`src/design/c8x_pkg.sv`:
```
`timescale 1ns / 1ps
`default_nettype none
// ----------------------------------------------------------------------------
// c8x_pkg
// Types, codes and field helpers of the CHIP-8 execute unit.
// ----------------------------------------------------------------------------
package c8x_pkg;

  localparam int unsigned MEM_DEPTH_DEF = 4096;

  localparam logic [15:0] X_MASK   = 16'h0F00;
  localparam logic [15:0] Y_MASK   = 16'h00F0;
  localparam logic [15:0] KK_MASK  = 16'h00FF;
  localparam logic [15:0] NNN_MASK = 16'h0FFF;
  localparam logic [7:0]  MSB_MASK = 8'b1000_0000;
  localparam logic [7:0]  BYTE_MAX = 8'hFF;
  localparam logic [3:0]  VF_ADDR  = 4'hF;

  typedef enum logic [4:0] {
    OP_JP      = 5'd0,
    OP_SE_KK   = 5'd1,
    OP_SE_XY   = 5'd2,
    OP_SNE_KK  = 5'd3,
    OP_SNE_XY  = 5'd4,
    OP_LD_KK   = 5'd5,
    OP_LD_XY   = 5'd6,
    OP_LD_I    = 5'd7,
    OP_LD_X_DT = 5'd8,
    OP_LD_DT_X = 5'd9,
    OP_LD_ST_X = 5'd10,
    OP_STORE   = 5'd11,
    OP_LOAD    = 5'd12,
    OP_ADD_KK  = 5'd13,
    OP_ADD_XY  = 5'd14,
    OP_ADD_I   = 5'd15,
    OP_SUB     = 5'd16,
    OP_SUBN    = 5'd17,
    OP_OR      = 5'd18,
    OP_AND     = 5'd19,
    OP_XOR     = 5'd20,
    OP_SHR     = 5'd21,
    OP_SHL     = 5'd22
  } op_t;

  typedef enum logic [3:0] {
    ST_CLEAR,
    ST_IDLE,
    ST_EXEC,
    ST_WBX,
    ST_MOD,
    ST_STORE,
    ST_LOAD,
    ST_OUTRD,
    ST_OUT
  } state_t;

  typedef struct packed {
    logic       en;
    logic [3:0] addr;
    logic [7:0] data;
  } vreg_wr_t;

  function automatic logic [3:0] field_x(input logic [15:0] word);
    logic [15:0] t;
    t = (word & X_MASK) >> 8;
    return t[3:0];
  endfunction

  function automatic logic [3:0] field_y(input logic [15:0] word);
    logic [15:0] t;
    t = (word & Y_MASK) >> 4;
    return t[3:0];
  endfunction

  function automatic logic [7:0] field_kk(input logic [15:0] word);
    logic [15:0] t;
    t = word & KK_MASK;
    return t[7:0];
  endfunction

  function automatic logic [11:0] field_nnn(input logic [15:0] word);
    logic [15:0] t;
    t = word & NNN_MASK;
    return t[11:0];
  endfunction

endpackage
`default_nettype wire

```
`src/design/c8x_addr_mod.sv`:
```
`timescale 1ns / 1ps
`default_nettype none
// ----------------------------------------------------------------------------
// c8x_addr_mod
// Reduction of the 16-bit index modulo the memory depth: reciprocal multiply
// for the quotient, multiply back and subtract, then one conditional subtract.
// The result is valid while done is high.
// ----------------------------------------------------------------------------
module c8x_addr_mod #(
  parameter int unsigned MEM_DEPTH = c8x_pkg::MEM_DEPTH_DEF,
  localparam int unsigned AW = $clog2(MEM_DEPTH)
) (
  input  wire logic          clk,
  input  wire logic          rst_n,
  input  wire logic          start,
  input  wire logic [15:0]   value,
  output logic               done,
  output logic      [AW-1:0] result
);

  // floor(2^24 / depth) leaves the quotient estimate at most one short
  localparam logic [16:0] DEPTH = 17'(MEM_DEPTH);
  localparam logic [16:0] RECIP = 17'((32'd1 << 24) / MEM_DEPTH);

  logic        stage1_r;
  logic        stage2_r;
  logic        done_r;
  logic [15:0] value_r;
  logic [7:0]  quot_r;
  logic [15:0] rem_r;
  logic [31:0] prod;
  logic [31:0] quot_depth;
  logic [16:0] rem_ext;
  logic [16:0] rem_fix;

  assign prod       = {16'b0, value_r} * {15'b0, RECIP};
  assign quot_depth = {24'b0, quot_r} * {15'b0, DEPTH};
  assign rem_ext    = {1'b0, rem_r};
  assign rem_fix    = (rem_ext >= DEPTH) ? (rem_ext - DEPTH) : rem_ext;

  always_ff @(posedge clk) begin
    if (!rst_n) begin
      stage1_r <= 1'b0;
      stage2_r <= 1'b0;
      done_r   <= 1'b0;
    end else begin
      stage1_r <= start;
      stage2_r <= stage1_r;
      done_r   <= stage2_r;
    end
  end

  always_ff @(posedge clk) begin
    if (start) begin
      value_r <= value;
    end
    if (stage1_r) begin
      quot_r <= prod[31:24];
    end
    if (stage2_r) begin
      rem_r <= value_r - quot_depth[15:0];
    end
  end

  assign done   = done_r;
  assign result = rem_fix[AW-1:0];

endmodule
`default_nettype wire

```
`config.mk`:
```
export PLATFORM = sky130hd
export DESIGN_NAME = c8x_addr_mod
export DESIGN_NICKNAME = d
export VERILOG_FILES = /design/src/design/c8x_pkg.sv /design/src/design/c8x_addr_mod.sv
export SDC_FILE = /design/constraint.sdc
export NUM_CORES = 1
export LEC_CHECK = 0
export ABC_AREA = 1
export BUFFER_PORTS_ARGS = -buffer_cell sky130_fd_sc_hd__buf_2
export CORE_UTILIZATION = 40
export CTS_CLUSTER_SIZE = 10
export DETAILED_ROUTE_END_ITERATION = 10
export GPL_ROUTABILITY_DRIVEN = 1
export HOLD_SLACK_MARGIN = 0.06
export PLACE_DENSITY = 0.71
export SYNTH_ARGS = -nofsm -noshare
export SYNTH_HDL_FRONTEND = slang
export SYNTH_SLANG_ARGS = --single-unit
```
`constraint.sdc`:
```
create_clock -name clk -period 1 [get_ports clk]
set_clock_uncertainty 0.1 [all_clocks]
set_input_delay 0.1 -clock clk [delete_from_list [all_inputs] [get_ports clk]]
set_output_delay 0.1 -clock clk [all_outputs]
set_load 0.05 [all_outputs]
```
## After elaboration in Yosys (flattened, before gate mapping)

Index checks and enable logic that the tools add are counted.

| cells by class | value |
|---|---|
| add/subtract/negate cells | 2 |
| magnitude comparators | 1 |
| multiplexer cells | 1 |

Operator list:

| cell | count |
|---|---|
| $ge A16 B13 Y1 const B | 1 |
| $sub A16 B16 Y16 | 1 |
| $mux W12 | 1 |
| $sub A12 B1 Y12 const B | 1 |

| storage, ports and cells | value |
|---|---|
| flip-flop bits (word level) | 39 |
| input bits | 19 |
| logic and storage cells | 10 |

## Logic depth before layout (Yosys ltp)

| logic depth | value |
|---|---|
| depth in word-level cells | 2 |
| mapped depth | 2 |

## Worst setup path after synthesis

OpenSTA, ideal clock, no wires.

| path | value |
|---|---|
| path kind | register to register |
| start | reg stage2_r |
| end | reg rem_r[0], enable pin |
| data arrival time | 0.545 ns |
| required time | 0.544 ns |
| slack | -0.001 ns |
| stages on the path, launching flop included | 1 |
| clock period less this slack | 1.001 ns |
| path through | dfxtp_1 |

RTL lines:

| element | RTL line | RTL |
|---|---|---|
| start: declaration | c8x_addr_mod.sv:26 | `logic stage2_r;` |
| start signal: assignment | c8x_addr_mod.sv:48 | `stage2_r <= stage1_r;` |
| end signal: assignment | c8x_addr_mod.sv:61 | `rem_r <= value_r - quot_depth[15:0];` |
| end: declaration | c8x_addr_mod.sv:30 | `logic [15:0] rem_r;` |

No word-level cell between the ends.

## Worst setup path after layout

| path | value |
|---|---|
| start | reg rem_r[1] |
| end | out result[1] |

| between the ends | value |
|---|---|
| cells in the longest elaborated chain, start to end | 2 |
| elaborated cells between the ends (all ways) | 3 |
| classes of those cells | add/sub (1); order compare (1); mux (1) |

RTL lines:

| element | RTL line | RTL |
|---|---|---|
| $ge A16 B13 Y1 or $sub A12 B1 Y12 (tied branches) | c8x_addr_mod.sv:39 | `assign rem_fix = (rem_ext >= DEPTH) ? (rem_ext - DEPTH) : rem_ext;` |
| $mux W12 (*) | c8x_addr_mod.sv:39 |  |
| end: declaration | c8x_addr_mod.sv:18 | `output logic [AW-1:0] result` |

Mark *: on every way between the ends. The rest lies on a longest branch, timed or not.

==> results summary <==
The die width is 46.8 um. The clock period minus worst slack came out at 1100 ps. The repair_antennas step left the layout with diodes totalling 0.

On the critical path, the stage with the largest delay is an instance of sky130_fd_sc_hd__edfxtp_1. The total die area is 0.00219 sq mm. The checks that failed: setup timing. The net switching power is 380 uW. The number of nets produced by synthesis is 52. From synthesis to final layout, the design area changed by 52.5%. The worst setup path is launched from a flip-flop. The clock group share of total power came out at 21.9%. The maximum number of pins on one net before global-route repair came out at 16.

The peak clock frequency supported by timing is 912 MHz. TritonCTS created 3 clock buffers. The overall track demand over capacity in global routing came out at 11.6%. The first global-routing pass estimated 1680 um of wire. The library cell used most frequently in the layout, excluding fill and tap cells, is sky130_fd_sc_hd__edfxtp_1. The placer's final routability congestion estimate is 0.733. In this run the worst path has a maximum fanout of 1.

The overflow left after global routing came out at 0. Cell internal power was estimated by the tool at 1.53 mW. Leaving out fill and tap cells, the most frequent cells in the layout are sky130_fd_sc_hd__edfxtp_1, sky130_fd_sc_hd__dlygate4sd3_1, sky130_fd_sc_hd__buf_2. The synthesized cell area came out at 803 sq um. Once placement completed, the tool counted placed cells totaling 85. The critical path start-end classification is flip-flop to primary output. The final cell count without fillers came out at 103. The clock-pin slew reported for the worst setup and hold paths after clock tree synthesis came out at 130 ps.

A synthesized cell averages 24.3 sq um. In this run the clock root is driven by a sky130_fd_sc_hd__clkbuf_4. The number of clock sinks seen by CTS is 27. The placed wire-length estimate after detailed placement came out at 707 um. The sequential area share after synthesis is 97.2%. The final count of pins violating max slew was 0. The effective utilization at floorplan came out at 44.6%. The worst path arrival time is 900 ps. The number of storage elements in the synthesis netlist came out at 27.

The run finished, with violations left. The initial antenna violation count came out at 0. The worst-case IR drop observed on VDD is 1.20 mV.

The cell count after synthesis came out at 33. The via count of the first global-routing pass came out at 392. The detail-routed net length per standard cell came out at 11.2 um. After layout, the worst setup slack is -96.9 ps. The mean number of vias per cell came out at 4.22. For this design the ratio of total power to cell area is 1560 mW/mm^2. The worst setup path is captured at a primary output. During synthesis, Yosys emitted a total of 0 warnings. The sum of routed wire length over all layers is 1150 um. The detailed router's first-iteration violation count came out at 8. For this run, the detailed router's first-pass iteration total came to 4.

The total setup violations reported at the end of the flow is 12. TritonCTS built the clock tree. The number of maximum-capacitance violations is 0. The final critical path takes up 110% of the cycle. For the worst-skew pair, the clock arrives at the later sink with an insertion delay of 300 ps.

The final net count is 98. CTS built an H-tree with a depth of 1. The multi-input gate area in the final layout came out at 11.3 sq um. The count of buffers added on input and output ports is 27. The number of buffers between clock root and the deepest sink is 2. The net switching share of the total power is 19.9%. The floorplan row count is 15. For this run, design rule violations remaining after detail routing come to 0. The area of all sequential standard cells came out at 783 sq um.

The family of cells with the greatest summed delay on the critical path is flip-flops. The count of nets left with antenna violations once routing finished came out at 0. The number of buffer and inverter instances along the worst setup path came out at 1. The share of total power dissipated in combinational logic is 8.9%.

At the worst endpoint, the required time is 800 ps. For the pin with the worst max-slew slack, the measured transition is 284 ps. The part of the power in registers came out at 69.2%. In this run, distinct cell masters in the synthesized netlist total 4. The number of endpoints with negative hold slack in the final report was 0. The count of vias placed by the detailed router came out at 435. The vertical extent of the die came out at 46.8 um. Traced cell by cell, the critical path runs through buf_6.

The post-CTS setup buffer count is 0. The highest cell delay on the worst timing path came out at 420 ps. For this design the top-level I/O count stands at 32. The share of final-layout standard cells stronger than drive strength 1 is 42.3%. The total of fill cells in the finished design came out at 129.

The worst slew slack as a fraction of its limit is 81.1%. The worst hold path belongs to the class input port to flip-flop. The area of the core is 0.00180 sq mm. Setup repair after global routing could not meet its margin everywhere. The setup slack after placement came out at 82.6 ps. The leakage power figure is 0.495 nW.
## power by group through the flow
stage | logic (mW) | registers [mW] | clock network (mW)
2_1_floorplan | 0.00315 | 1.39 | 0
3_3_place_gp | 0.108 | 1.34 | 0
5_1_grt | 0.181 | 1.33 | 0.476
4_1_cts | 0.170 | 1.32 | 0.435
6_report | 0.171 | 1.32 | 0.418
3_5_place_dp | 0.110 | 1.34 | 0
## cells by family (layout without fill, tap and decap cells)
group	count (synthesis)	after routing	share of synthesized area [%]
AND/OR/NAND/NOR	3	3	1.40
buffers and inverters	3	48	1.40
flip-flops	27	27	97.2
## final cells by class
class	instances	share of cell area, %
repair buffers	41	29.4
clock buffers	3	1.84
clock inverters	1	0.409
flip-flops and latches	27	63.9
multi-input cells	3	0.919
inverters	3	0.919
well taps	25	2.55
## metal layers
metal	vias up	track usage (%)	part of all wire [%]
li1	214	-	-
met2	18	21.1	57
met3	2	2.69	4.9
met5	-	0	0
met1	201	13.7	37
met4	0	3.43	1.0
## registers in the layout (all words and copies together) (netlist names)
register,count
rem_r,12
value_r,12
done,1
stage1_r,1
stage2_r,1
## per-stage QoR
stage                     power, mW  utilization (%)  setup TNS, ps  area, sq um  hold slack (ps)
after global placement         1.45             53.9              0          971              178
final                          1.91             68.0           -839         1220             75.6
after global routing           1.98             68.0          -1400         1220             75.3
after floorplan                1.40                -              0          805             93.4
after detailed placement       1.45             53.9              0          971              179
after CTS                      1.93             67.8          -1030         1220             72.7
## path summary, 6_finish.rpt
path	cells past startpoint	to	startpoint	slack, ps
min	1	value_r[4]$_DFFE_PP_	start	80
max	1	result[1]	rem_r[1]$_DFFE_PP_	-100
min reg2reg	2	stage2_r$_SDFF_PN0_	stage1_r$_SDFF_PN0_	320
max reg2reg	0	rem_r[5]$_DFFE_PP_	stage2_r$_SDFF_PN0_	80
## synth_stat cells
master | number | area share [%]
sky130_fd_sc_hd__dfxtp_1 | 3 | 7.5
sky130_fd_sc_hd__nand2_1 | 3 | 1.4
sky130_fd_sc_hd__edfxtp_1 | 24 | 90
sky130_fd_sc_hd__inv_1 | 3 | 1.4
## what timing repair did
item,in CTS,in global routing
pin swaps,0,0
endpoints found under the setup margin,13,13
hold buffers,14,0
endpoints found under the hold margin,15,0
resized for setup,27,1
(Power assumes the default switching activity.)
