## src/design/c8x_pkg.sv

```systemverilog
`timescale 1ns / 1ps
`default_nettype none
// ----------------------------------------------------------------------------
// c8x_pkg
// Types, codes and field helpers of the CHIP-8 execute unit.
// ----------------------------------------------------------------------------
package c8x_pkg;

  localparam int unsigned MEM_DEPTH_DEF = 4096;

  localparam logic [15:0] X_MASK   = 16'h0F00;
  localparam logic [15:0] Y_MASK   = 16'h00F0;
  localparam logic [15:0] KK_MASK  = 16'h00FF;
  localparam logic [15:0] NNN_MASK = 16'h0FFF;
  localparam logic [7:0]  MSB_MASK = 8'b1000_0000;
  localparam logic [7:0]  BYTE_MAX = 8'hFF;
  localparam logic [3:0]  VF_ADDR  = 4'hF;

  typedef enum logic [4:0] {
    OP_JP      = 5'd0,
    OP_SE_KK   = 5'd1,
    OP_SE_XY   = 5'd2,
    OP_SNE_KK  = 5'd3,
    OP_SNE_XY  = 5'd4,
    OP_LD_KK   = 5'd5,
    OP_LD_XY   = 5'd6,
    OP_LD_I    = 5'd7,
    OP_LD_X_DT = 5'd8,
    OP_LD_DT_X = 5'd9,
    OP_LD_ST_X = 5'd10,
    OP_STORE   = 5'd11,
    OP_LOAD    = 5'd12,
    OP_ADD_KK  = 5'd13,
    OP_ADD_XY  = 5'd14,
    OP_ADD_I   = 5'd15,
    OP_SUB     = 5'd16,
    OP_SUBN    = 5'd17,
    OP_OR      = 5'd18,
    OP_AND     = 5'd19,
    OP_XOR     = 5'd20,
    OP_SHR     = 5'd21,
    OP_SHL     = 5'd22
  } op_t;

  typedef enum logic [3:0] {
    ST_CLEAR,
    ST_IDLE,
    ST_EXEC,
    ST_WBX,
    ST_MOD,
    ST_STORE,
    ST_LOAD,
    ST_OUTRD,
    ST_OUT
  } state_t;

  typedef struct packed {
    logic       en;
    logic [3:0] addr;
    logic [7:0] data;
  } vreg_wr_t;

  function automatic logic [3:0] field_x(input logic [15:0] word);
    logic [15:0] t;
    t = (word & X_MASK) >> 8;
    return t[3:0];
  endfunction

  function automatic logic [3:0] field_y(input logic [15:0] word);
    logic [15:0] t;
    t = (word & Y_MASK) >> 4;
    return t[3:0];
  endfunction

  function automatic logic [7:0] field_kk(input logic [15:0] word);
    logic [15:0] t;
    t = word & KK_MASK;
    return t[7:0];
  endfunction

  function automatic logic [11:0] field_nnn(input logic [15:0] word);
    logic [15:0] t;
    t = word & NNN_MASK;
    return t[11:0];
  endfunction

endpackage
`default_nettype wire

```

## src/design/c8x_vregs.sv

```systemverilog
`timescale 1ns / 1ps
`default_nettype none
// ----------------------------------------------------------------------------
// c8x_vregs
// V register file: 16 x 8, one write port, two registered read ports.
// ----------------------------------------------------------------------------
module c8x_vregs (
  input  wire logic             clk,
  input  wire c8x_pkg::vreg_wr_t wr,
  input  wire logic [3:0]       rd_a_addr,
  input  wire logic [3:0]       rd_b_addr,
  output logic      [7:0]       rd_a_data,
  output logic      [7:0]       rd_b_data
);

  logic [7:0] vreg_mem_r [16];
  logic [7:0] rd_a_data_r;
  logic [7:0] rd_b_data_r;

  // read returns the old value when the same entry is written in that cycle
  always_ff @(posedge clk) begin
    if (wr.en) begin
      vreg_mem_r[wr.addr] <= wr.data;
    end
    rd_a_data_r <= vreg_mem_r[rd_a_addr];
    rd_b_data_r <= vreg_mem_r[rd_b_addr];
  end

  assign rd_a_data = rd_a_data_r;
  assign rd_b_data = rd_b_data_r;

endmodule
`default_nettype wire

```

## config.mk

```make
export PLATFORM = sky130hd
export DESIGN_NAME = c8x_vregs
export DESIGN_NICKNAME = d
export VERILOG_FILES = /design/src/design/c8x_pkg.sv /design/src/design/c8x_vregs.sv
export SDC_FILE = /design/constraint.sdc
export NUM_CORES = 1
export LEC_CHECK = 0
export BUFFER_PORTS_ARGS = -buffer_cell sky130_fd_sc_hd__buf_2
export CAP_MARGIN = 20
export CORE_MARGIN = 10
export CORE_UTILIZATION = 43
export DETAILED_ROUTE_END_ITERATION = 10
export PLACE_DENSITY = 0.58
export SYNTH_ARGS = -nofsm -noshare
export SYNTH_HDL_FRONTEND = slang
export SYNTH_SLANG_ARGS = --single-unit
export TNS_END_PERCENT = 20
```

## constraint.sdc

```tcl
create_clock -name clk -period 1.87 [get_ports clk]
set_input_delay 0 -clock clk [delete_from_list [all_inputs] [get_ports clk]]
set_output_delay 0 -clock clk [all_outputs]
set_load 0.01 [all_outputs]
```

## Word level (Yosys, flattened, before mapping)

Memories as Yosys holds them, arrays and structs flattened. A register that Yosys moved wholly into a read port is not among the register bits.
Index checks and enable logic that the tools add are counted.

| cells by class | value |
|---|---|
| multiplexer cells | 2 |

Operator list:

| kind | number |
|---|---|
| 1-bit two-way mux | 2 |

| storage, ports and cells | value |
|---|---|
| output and inout port bits | 16 |
| word-level logic and storage cells | 3 |
| register bits | 0 |
| memories | 1 |
| bits of input ports | 22 |
| bits in writable memories | 128 |

Memories:

| name | depth | width | read ports | clocked after Yosys merged registers in | write ports | line | source |
|---|---|---|---|---|---|---|---|
| vreg_mem_r | 16 | 8 | 2 | 2 | 1 | c8x_vregs.sv:16 | `logic [7:0] vreg_mem_r [16];` |

## Longest topological paths before layout

Gate-level depths: netlist of run 1.

| depth | value |
|---|---|
| depth in word-level cells | 2 |
| gate-level depth with buffers | 5 |
| depth with buffers taken out | 3 |

## Worst setup path before layout of run 1

OpenSTA, ideal clock, no wires.

| path | value |
|---|---|
| path kind | input to register |
| start point | in wr[10] (netlist bit) |
| end point | mem vreg_mem_r[0][0] (enable) |
| required time | 1.487 ns |
| setup time | 0.383 ns |
| arrival time | 1.110 ns |
| cell stages on the path | 2 |
| slack | 0.377 ns |
| path buffers | 0 |
| cell sequence | or3b_2 -> nor3_1 |

RTL lines:

| what | line | source |
|---|---|---|
| start: declaration | c8x_vregs.sv:9 | `input wire c8x_pkg::vreg_wr_t wr,` |
| end: declaration | c8x_vregs.sv:16 |  |

Straight into the memory's write port.

==> results of run 1 <==
==> through the flow <==
step / std cells / utilization / area [µm²] / setup slack (ns)
4_1_cts: 575 / 0.515 / 7460 / 0.442
6_report: 575 / 0.515 / 7460 / 0.458
5_1_grt: 575 / 0.515 / 7460 / 0.360
3_3_place_gp: 535 / 0.472 / 6830 / 0.276
3_5_place_dp: 535 / 0.472 / 6830 / 0.268
2_1_floorplan: 307 / - / 6350 / 0.377
==> final timing paths <==
kind	from	end	slack, ns	cells past startpoint
worst max-delay path	vreg_mem_r[2][7]$_DFFE_PP_	rd_b_data[7]$_DFF_P_	0.46	3
worst min-delay path	wr[8]	vreg_mem_r[4][4]$_DFFE_PP_	0.15	3
worst min register to register	vreg_mem_r[14][0]$_DFFE_PP_	rd_a_data[0]$_DFF_P_	0.70	3
worst max register to register	vreg_mem_r[2][7]$_DFFE_PP_	rd_b_data[7]$_DFF_P_	0.46	3
==> logic make-up (layout without fill, tap and decap cells) <==
kind of cell           after synthesis  in the layout  synth area share
AOI/OAI and AO/OA                   32             32            0.0379
buffers and inverters               20            104            0.0272
DFF                                144            144             0.656
muxes                               64             64             0.244
and+or+nand+nor                     47             47            0.0343
==> layout make-up <==
type	count	area [µm²]	area share
clock inverters	6	57.6	0.00772
flip-flops and latches	144	4160	0.558
multi-input cells	143	2010	0.270
well taps	184	230	0.0309
repair buffers	72	505	0.0678
clock buffers	26	489	0.0656
==> power breakdown <==
part	leakage [nW]	switching [W]	internal, W
registers	1.29	0.0000366	0.00360
logic	1.05	0.000300	0.000267
clock network	0.268	0.00116	0.00192
==> layout by cell type, fill, tap and decap left out, drive strengths merged, types with 2 or more instances in the layout <==
| cell type | synthesis | routed |
|---|---|---|
| a22oi | 32 | 32 |
| nand2 | 17 | 17 |
| nor3 | 4 | 4 |
| and2b | 2 | 2 |
| edfxtp | 128 | 128 |
| mux4 | 64 | 64 |
| clkbuf | 0 | 26 |
| dlygate4sd3 | 0 | 8 |
| nor2b | 2 | 2 |
| nand2b | 2 | 2 |
| buf | 14 | 64 |
| dfxtp | 16 | 16 |
| nand3b | 2 | 2 |
| and2 | 2 | 2 |
| clkinv | 0 | 4 |
| nor2 | 14 | 14 |
==> timing repair <==
item	in CTS	in global routing
buffers inserted	0	0
endpoints found under the hold margin	128	0
hold buffers	8	0
resized for setup	0	0
==> worst register-to-register path, stage by stage, from the launching register on <==
cell      delay [ns]
edfxtp_1        0.39
mux4_4          0.61
a22oi_1         0.22
nand2_1         0.08
==> per-layer routing <==
| metal | global-route usage | wire, µm | up-vias |
|---|---|---|---|
| li1 | - | - | 1482 |
| met1 | 0.210 | 6610 | 1822 |
| met2 | 0.241 | 7330 | 117 |
| met3 | 0.0471 | 967 | 27 |
| met4 | 0.0678 | 318 | 0 |
| met5 | 0 | 0 | - |
==> sequential cells by signal (all words and copies together) (netlist names) <==
signal	flops
rd_a_data	8
vreg_mem_r	128
rd_b_data	8
==> flow_summary.ini, run 1 <==
[yosys]
synthMostInstantiatedCell = edfxtp_1
synth.largest_area_cell = edfxtp_1
synth_area_per_cell_um2 = 20.7
syn-num-nets = 329
async_flop_share = 0
yosysUniqueCellTypes = 20
synthTopCellsByArea = edfxtp_1 (61%), mux4_2 (12%), mux4_1 (12%), dfxtp_1 (5.0%), a22oi_1 (3.8%)
synth-seq-area-share = 0.656
yosysTopAreaCellShare = 0.606
synth_common_cells = edfxtp_1 (128), mux4_2 (34), a22oi_1 (32)
synth_edf_count = 128
synth_warnings = 0
syn_area_mm2 = 0.00635
synth-seq-cells = 144
syn_inst = 307
synth_flop_cell = edfxtp_1

[worst_hold_path]
worstHoldPathType = in -> reg

[critical_path]
critPathLaunchType = flip-flop
cp_cell_sequence = mux4_4 > a22oi_1 > nand2_1
required_ns = 2.18
crit_path_end_kind = flip-flop
slowest_delay_ns = 0.61
crit_buf_inv = 0
crit_family = multiplexers
crit_type = reg -> reg
slowest_stage = mux4_4
cp_data_arrival_time_ns = 1.72
critPathMaxFanout = 2

[clock_network]
clock_latency_ns = 0.42
cts.clk_slew.worst_paths_ns = 0.05
cts_buffer_depth = 2
cts_htree_levels = 4
root_buffer = clkbuf_16
clock-sinks = 144
cts_tree = built
numCtsBuffers = 17

[route]
wl_um = 15200
vias_per_cell = 6.00
drtPass1Iterations = 5
wire_per_inst_um = 26.5
drt_iter0_markers = 330
drc = 0
vias = 3448
antenna_left = 0

[global_routing]
grt_max_degree = 19
antenna_found_initial = 0
grt_pass1_wl_um = 23000
grt_overflow = 0
grt_pass1_vias = 3731
grt_usage = 0.159

[place]
io_buffers = 37
hpwl_um = 10100
place_congestion = 0.787

[sta]
worst_pin_slew_ns = 1.09
worst_clock_skew_ns = 0.00559
max_freq_mhz = 708
setup_viol = 0
hold_ws_ns = 0.153
hold_viol_final = 0
slew_viol_final = 0
relSlewSlack = 0.271
post-route-period-util = 0.755
setup_tns_ns = 0
period_minus_slack_ns = 1.41
rsz0062_at_grt = no

[outcome]
outcome = finished clean

[power]
p_leak_nw = 2.61
power_w = 0.00729
peakVddDrop_mv = 0.634
p_per_area_mw_per_mm2 = 978

[floorplan]
ios = 38
die_x_um = 141
die_y_um = 141
rows = 44
die-area_mm2 = 0.0200
coreArea_mm2 = 0.0145
start_util = 0.438

[finish]
diodes = 0
area_delta_synth_final_pct = 17.5
fill_cells = 1156
drive_gt1_frac = 0.325
nets = 400

[run]
maxCapViolations = 0
(Power assumes the default switching activity.)
==> run 2: changes to the inputs <==
--- a/config.mk
+++ b/config.mk
@@ -10,7 +10,7 @@
 export CORE_MARGIN = 10
 export CORE_UTILIZATION = 43
 export DETAILED_ROUTE_END_ITERATION = 10
-export PLACE_DENSITY = 0.58
+export PLACE_DENSITY = 0.6
 export SYNTH_ARGS = -nofsm -noshare
 export SYNTH_HDL_FRONTEND = slang
 export SYNTH_SLANG_ARGS = --single-unit
==> constraint.sdc (replaced) <==
create_clock -name clk -period 1.2 [get_ports clk]
set_input_delay 0 -clock clk [delete_from_list [all_inputs] [get_ports clk]]
set_output_delay 0 -clock clk [all_outputs]
set_load 0.01 [all_outputs]
==> flow_summary.ini, run 2 (same netlist as run 1, synthesis figures left out) <==
[floorplan]
rows = 44
start_util = 0.438
ios = 38
die_y_um = 141
die-area_mm2 = 0.0200
die_x_um = 141
coreArea_mm2 = 0.0145

[clock_network]
cts_tree = built
clock-sinks = 144
clock_latency_ns = 0.42
numCtsBuffers = 17
cts_buffer_depth = 2
post-cts-setup-buffer-count = 0
cts_htree_levels = 4
cts.clk_slew.worst_paths_ns = 0.06
root_buffer = clkbuf_16

[finish]
area_delta_synth_final_pct = 23.0
largest-register = vreg_mem_r
design_area_mm2 = 0.00780
diodes = 0
fill_cells = 1143
finish.utilization = 0.539
final_common_cell = edfxtp_1
drive_gt1_frac = 0.450
final_cell_mix = edfxtp_1 (128), mux4_2 (49), buf_2 (37), buf_4 (37)
nets = 418
largest_register_ffs = 128

[critical_path]
slowest_stage = mux4_4
crit_type = reg -> reg
required_ns = 1.49
critPathLaunchType = flip-flop
crit_family = multiplexers
cp_cell_sequence = mux4_4 > a22oi_2 > nand2_1
crit_buf_inv = 0
cp_data_arrival_time_ns = 1.75
regToRegSetupSlack_ns = -0.25
slowest_delay_ns = 0.63
reg2reg_to = rd_b_data[7]$_DFF_P_
critPathMaxFanout = 2
r2r_cells = 3
critical_path_depth = 3
crit_path_end_kind = flip-flop
r2r-start = vreg_mem_r[2][7]$_DFFE_PP_

[route]
vias = 3567
vias_per_cell = 6.02
drc = 0
drtPass1Iterations = 5
antenna_left = 0
wire_per_inst_um = 26.0
drt_iter0_markers = 399
wl_um = 15400

[place]
place_congestion = 0.802
dp_slack_ns = -0.246
dpl_cell_area_mm2 = 0.00703
io_buffers = 37
hpwl_um = 10200

[sta]
slew_viol_final = 0
worst_pin_slew_ns = 1.16
rsz0062_at_grt = yes
max_freq_mhz = 688
setup_viol = 16
setup_tns_ns = -1.53
post-route-period-util = 1.21
hold_viol_final = 0
worst_clock_skew_ns = 0.00752
relSlewSlack = 0.222
timing.final.ws_setup_ns = -0.254
period_minus_slack_ns = 1.45

[global_routing]
grt_usage = 0.159
grt_overflow = 0
grt_pass1_wl_um = 23200
grt_pass1_vias = 3794
antenna_found_initial = 0
grt_max_degree = 18

[power]
p_per_area_mw_per_mm2 = 1600
switching_share = 0.201
p_leak_nw = 2.72
clock_power_share = 0.466
p_int_w = 0.00999
combPwrFrac = 0.079
peakVddDrop_mv = 1.05
switchingPower_w = 0.00251
seqPwrFrac = 0.454

[worst_hold_path]
worstHoldPathType = in -> reg
min-delay-start = wr[8]
min_path_cells = 3
min_to = vreg_mem_r[0][5]$_DFFE_PP_

[outcome]
outcome = finished, violations left
violations = negative setup slack

[run]
maxCapViolations = 0
## run 2: worst max-delay path by stage
stage	end	slack, ns	start
floorplan	rd_a_data[0]$_DFF_P_	-0.08	vreg_mem_r[3][0]$_DFFE_PP_
global placement	rd_b_data[7]$_DFF_P_	-0.24	rd_b_addr[0]
detailed placement	rd_b_data[7]$_DFF_P_	-0.25	rd_b_addr[0]
CTS	rd_b_data[7]$_DFF_P_	-0.23	vreg_mem_r[2][7]$_DFFE_PP_
global route	rd_b_data[7]$_DFF_P_	-0.27	vreg_mem_r[2][7]$_DFFE_PP_
finish	rd_b_data[7]$_DFF_P_	-0.25	vreg_mem_r[2][7]$_DFFE_PP_
## run 2: stage by stage
stage	hold slack [ns]	std cells	total power (W)
floorplan	0.0989	307	0.00629
detailed placement	0.399	553	0.00670
global route	0.134	593	0.0129
finish	0.136	593	0.0125
CTS	0.116	593	0.0126
global placement	0.377	553	0.00670
## run 2: worst register-to-register path, cell delays in order, from the launching register on
cell and delay [ns]:
edfxtp_1 0.40, mux4_4 0.63, a22oi_2 0.20, nand2_1 0.09
## run 2: power by group through the flow
stage	sequential [W]	clock (W)	combinational, W
floorplan	0.00579	0	0.000507
finish	0.00567	0.00583	0.000991
global placement	0.00577	0	0.000928
global route	0.00568	0.00612	0.00107
CTS	0.00567	0.00588	0.000997
detailed placement	0.00577	0	0.000932
## run 2: layer usage
| layer | vias up | share of wire | global-route usage |
|---|---|---|---|
| met3 | 14 | 0.075 | 0.0467 |
| met1 | 1886 | 0.43 | 0.210 |
| met5 | - | 0 | 0 |
| li1 | 1503 | - | - |
| met4 | 0 | 0.010 | 0.0425 |
| met2 | 164 | 0.49 | 0.250 |
## run 2: layout make-up
cell class                 count  area [µm²]  area share
clock buffer                  21         480      0.0616
clock inverter                11         183      0.0234
multi-input combinational    143        2040       0.262
sequential                   144        4160       0.534
tap                          184         230      0.0295
timing repair buffer          90         703      0.0901
## run 2: repair_timing
action,in CTS,in global routing
pin swaps,7,5
endpoints found under the setup margin,16,16
resized for setup,28,4
hold endpoints to repair,128,0
hold buffers,8,0
==> run 3: changes to the inputs <==
--- a/config.mk
+++ b/config.mk
@@ -7,7 +7,6 @@
 export LEC_CHECK = 0
 export BUFFER_PORTS_ARGS = -buffer_cell sky130_fd_sc_hd__buf_2
 export CAP_MARGIN = 20
-export CORE_MARGIN = 10
 export CORE_UTILIZATION = 43
 export DETAILED_ROUTE_END_ITERATION = 10
 export PLACE_DENSITY = 0.6
==> flow_summary.ini, run 3 (same netlist as run 1, synthesis figures left out) <==
[outcome]
outcome = finished, violations left
violations = negative setup slack

[floorplan]
die-area_mm2 = 0.0152
start_util = 0.438
rows = 44
die_y_um = 123
die_x_um = 123
ios = 38
coreArea_mm2 = 0.0145

[finish]
final_common_cell = edfxtp_1
final_cell_mix = edfxtp_1 (128), mux4_2 (59), buf_2 (37), buf_4 (30), a22oi_2 (21)
area_delta_synth_final_pct = 22.4
diodes = 0
largest_register_ffs = 128
design_area_mm2 = 0.00777
nets = 413
largest-register = vreg_mem_r
drive_gt1_frac = 0.470

[place]
hpwl_um = 10100
dpl_cell_area_mm2 = 0.00701
io_buffers = 37
place_congestion = 0.759
dp_slack_ns = -0.305

[clock_network]
cts_tree = built
cts_htree_levels = 4
post-cts-setup-buffer-count = 0
cts_buffer_depth = 2
clock-sinks = 144
cts.clk_slew.worst_paths_ns = 0.06
root_buffer = clkbuf_16
clock_latency_ns = 0.41
numCtsBuffers = 17

[global_routing]
grt_pass1_vias = 3652
grt_max_degree = 23
grt_usage = 0.221
grt_pass1_wl_um = 22700
grt_overflow = 0
antenna_found_initial = 0

[route]
wire_per_inst_um = 26.1
vias_per_cell = 5.97
vias = 3509
drc = 0
drt_iter0_markers = 377
antenna_left = 0
drtPass1Iterations = 5
wl_um = 15400

[sta]
timing.final.ws_setup_ns = -0.213
rsz0062_at_grt = yes
slew_viol_final = 0
relSlewSlack = 0.219
hold_ws_ns = 0.124
setup_viol = 16
hold_viol_final = 0
worst_clock_skew_ns = 0.00576
worst_pin_slew_ns = 1.17
period_minus_slack_ns = 1.41
max_freq_mhz = 708
post-route-period-util = 1.18

[critical_path]
cp_data_arrival_time_ns = 1.71
slowest_delay_ns = 0.62
r2r-start = vreg_mem_r[3][0]$_DFFE_PP_
required_ns = 1.50
crit_family = multiplexers
crit_type = reg -> reg
regToRegSetupSlack_ns = -0.21
critPathMaxFanout = 2
cp_cell_sequence = mux4_4 > a22oi_2 > nand2_1
critPathLaunch = vreg_mem_r[3][0]$_DFFE_PP_
slowest_stage = mux4_4
reg2reg_to = rd_a_data[0]$_DFF_P_
crit_buf_inv = 0
critPathLaunchType = flip-flop
crit_path_end_kind = flip-flop
r2r_cells = 3

[worst_hold_path]
min_to = vreg_mem_r[0][0]$_DFFE_PP_
min_path_cells = 3
worstHoldPathType = in -> reg
min-delay-start = wr[8]

[power]
power_w = 0.0125
p_per_area_mw_per_mm2 = 1610
p_leak_nw = 2.66
peakVddDrop_mv = 1.06

[run]
maxCapViolations = 0
==> run 3: changes by cell type in the layout (fill, tap and decap cells not counted), moves of 2 or more <==
| cell | change |
|---|---|
| mux4_1 | -10 |
| mux4_2 | +10 |
| buf_4 | -7 |
| a22oi_1 | -4 |
| a22oi_2 | +4 |
| clkbuf_8 | -3 |
| buf_12 | +2 |
| clkinv_1 | +2 |
==> run 3: where the power goes <==
group	internal (W)	total [W]	switching [W]	leakage, nW
sequential	0.00561	0.00568	0.0000632	1.29
clock	0.00392	0.00584	0.00192	0.322
combinational	0.000496	0.00102	0.000520	1.04
==> run 3: worst max path at each step <==
stage                                end  slack, ns  cells after the start
CTS                 rd_a_data[0]$_DFF_P_      -0.20                      3
global route        rd_b_data[7]$_DFF_P_      -0.24                      3
floorplan           rd_a_data[0]$_DFF_P_      -0.08                      3
detailed placement  rd_a_data[0]$_DFF_P_      -0.31                      5
global placement    rd_a_data[0]$_DFF_P_      -0.31                      5
finish              rd_a_data[0]$_DFF_P_      -0.21                      3
==> run 3: timing repair <==
action                                 4_1_cts  5_1_grt
hold buffers                                 8        0
gates resized for setup                     25       21
endpoints found under the hold margin      128        0
pin swaps                                    6       15
setup endpoints to repair                   16       16
==> run 3: through the flow <==
step	utilization	setup TNS [ns]	instances
after floorplan	-	-2.15	307
after global placement	0.484	-5.15	547
after detailed placement	0.484	-5.66	547
after CTS	0.537	-1.63	587
after global routing	0.537	-2.11	588
final	0.537	-1.35	588
==> run 3: layout make-up <==
type / count / area (µm²)
timing repair buffer: 85 / 691
tap: 184 / 230
clock buffer: 19 / 443
clock inverter: 13 / 215
sequential: 144 / 4160
fill: 1145 / 6710
multi-input combinational: 143 / 2030
==> run 3: metal layers <==
| layer | global-route usage | up-vias | part of all wire |
|---|---|---|---|
| li1 | - | 1486 | - |
| met1 | 0.309 | 1862 | 0.44 |
| met2 | 0.341 | 145 | 0.48 |
| met3 | 0.0494 | 16 | 0.061 |
| met4 | 0.0821 | 0 | 0.016 |
| met5 | 0 | - | 0 |
==> run 3: worst reg2reg max path, cell delays in order, from the launching register on <==
cell and delay [ns]:
edfxtp_1 0.38, mux4_4 0.62, a22oi_2 0.23, nand2_1 0.07
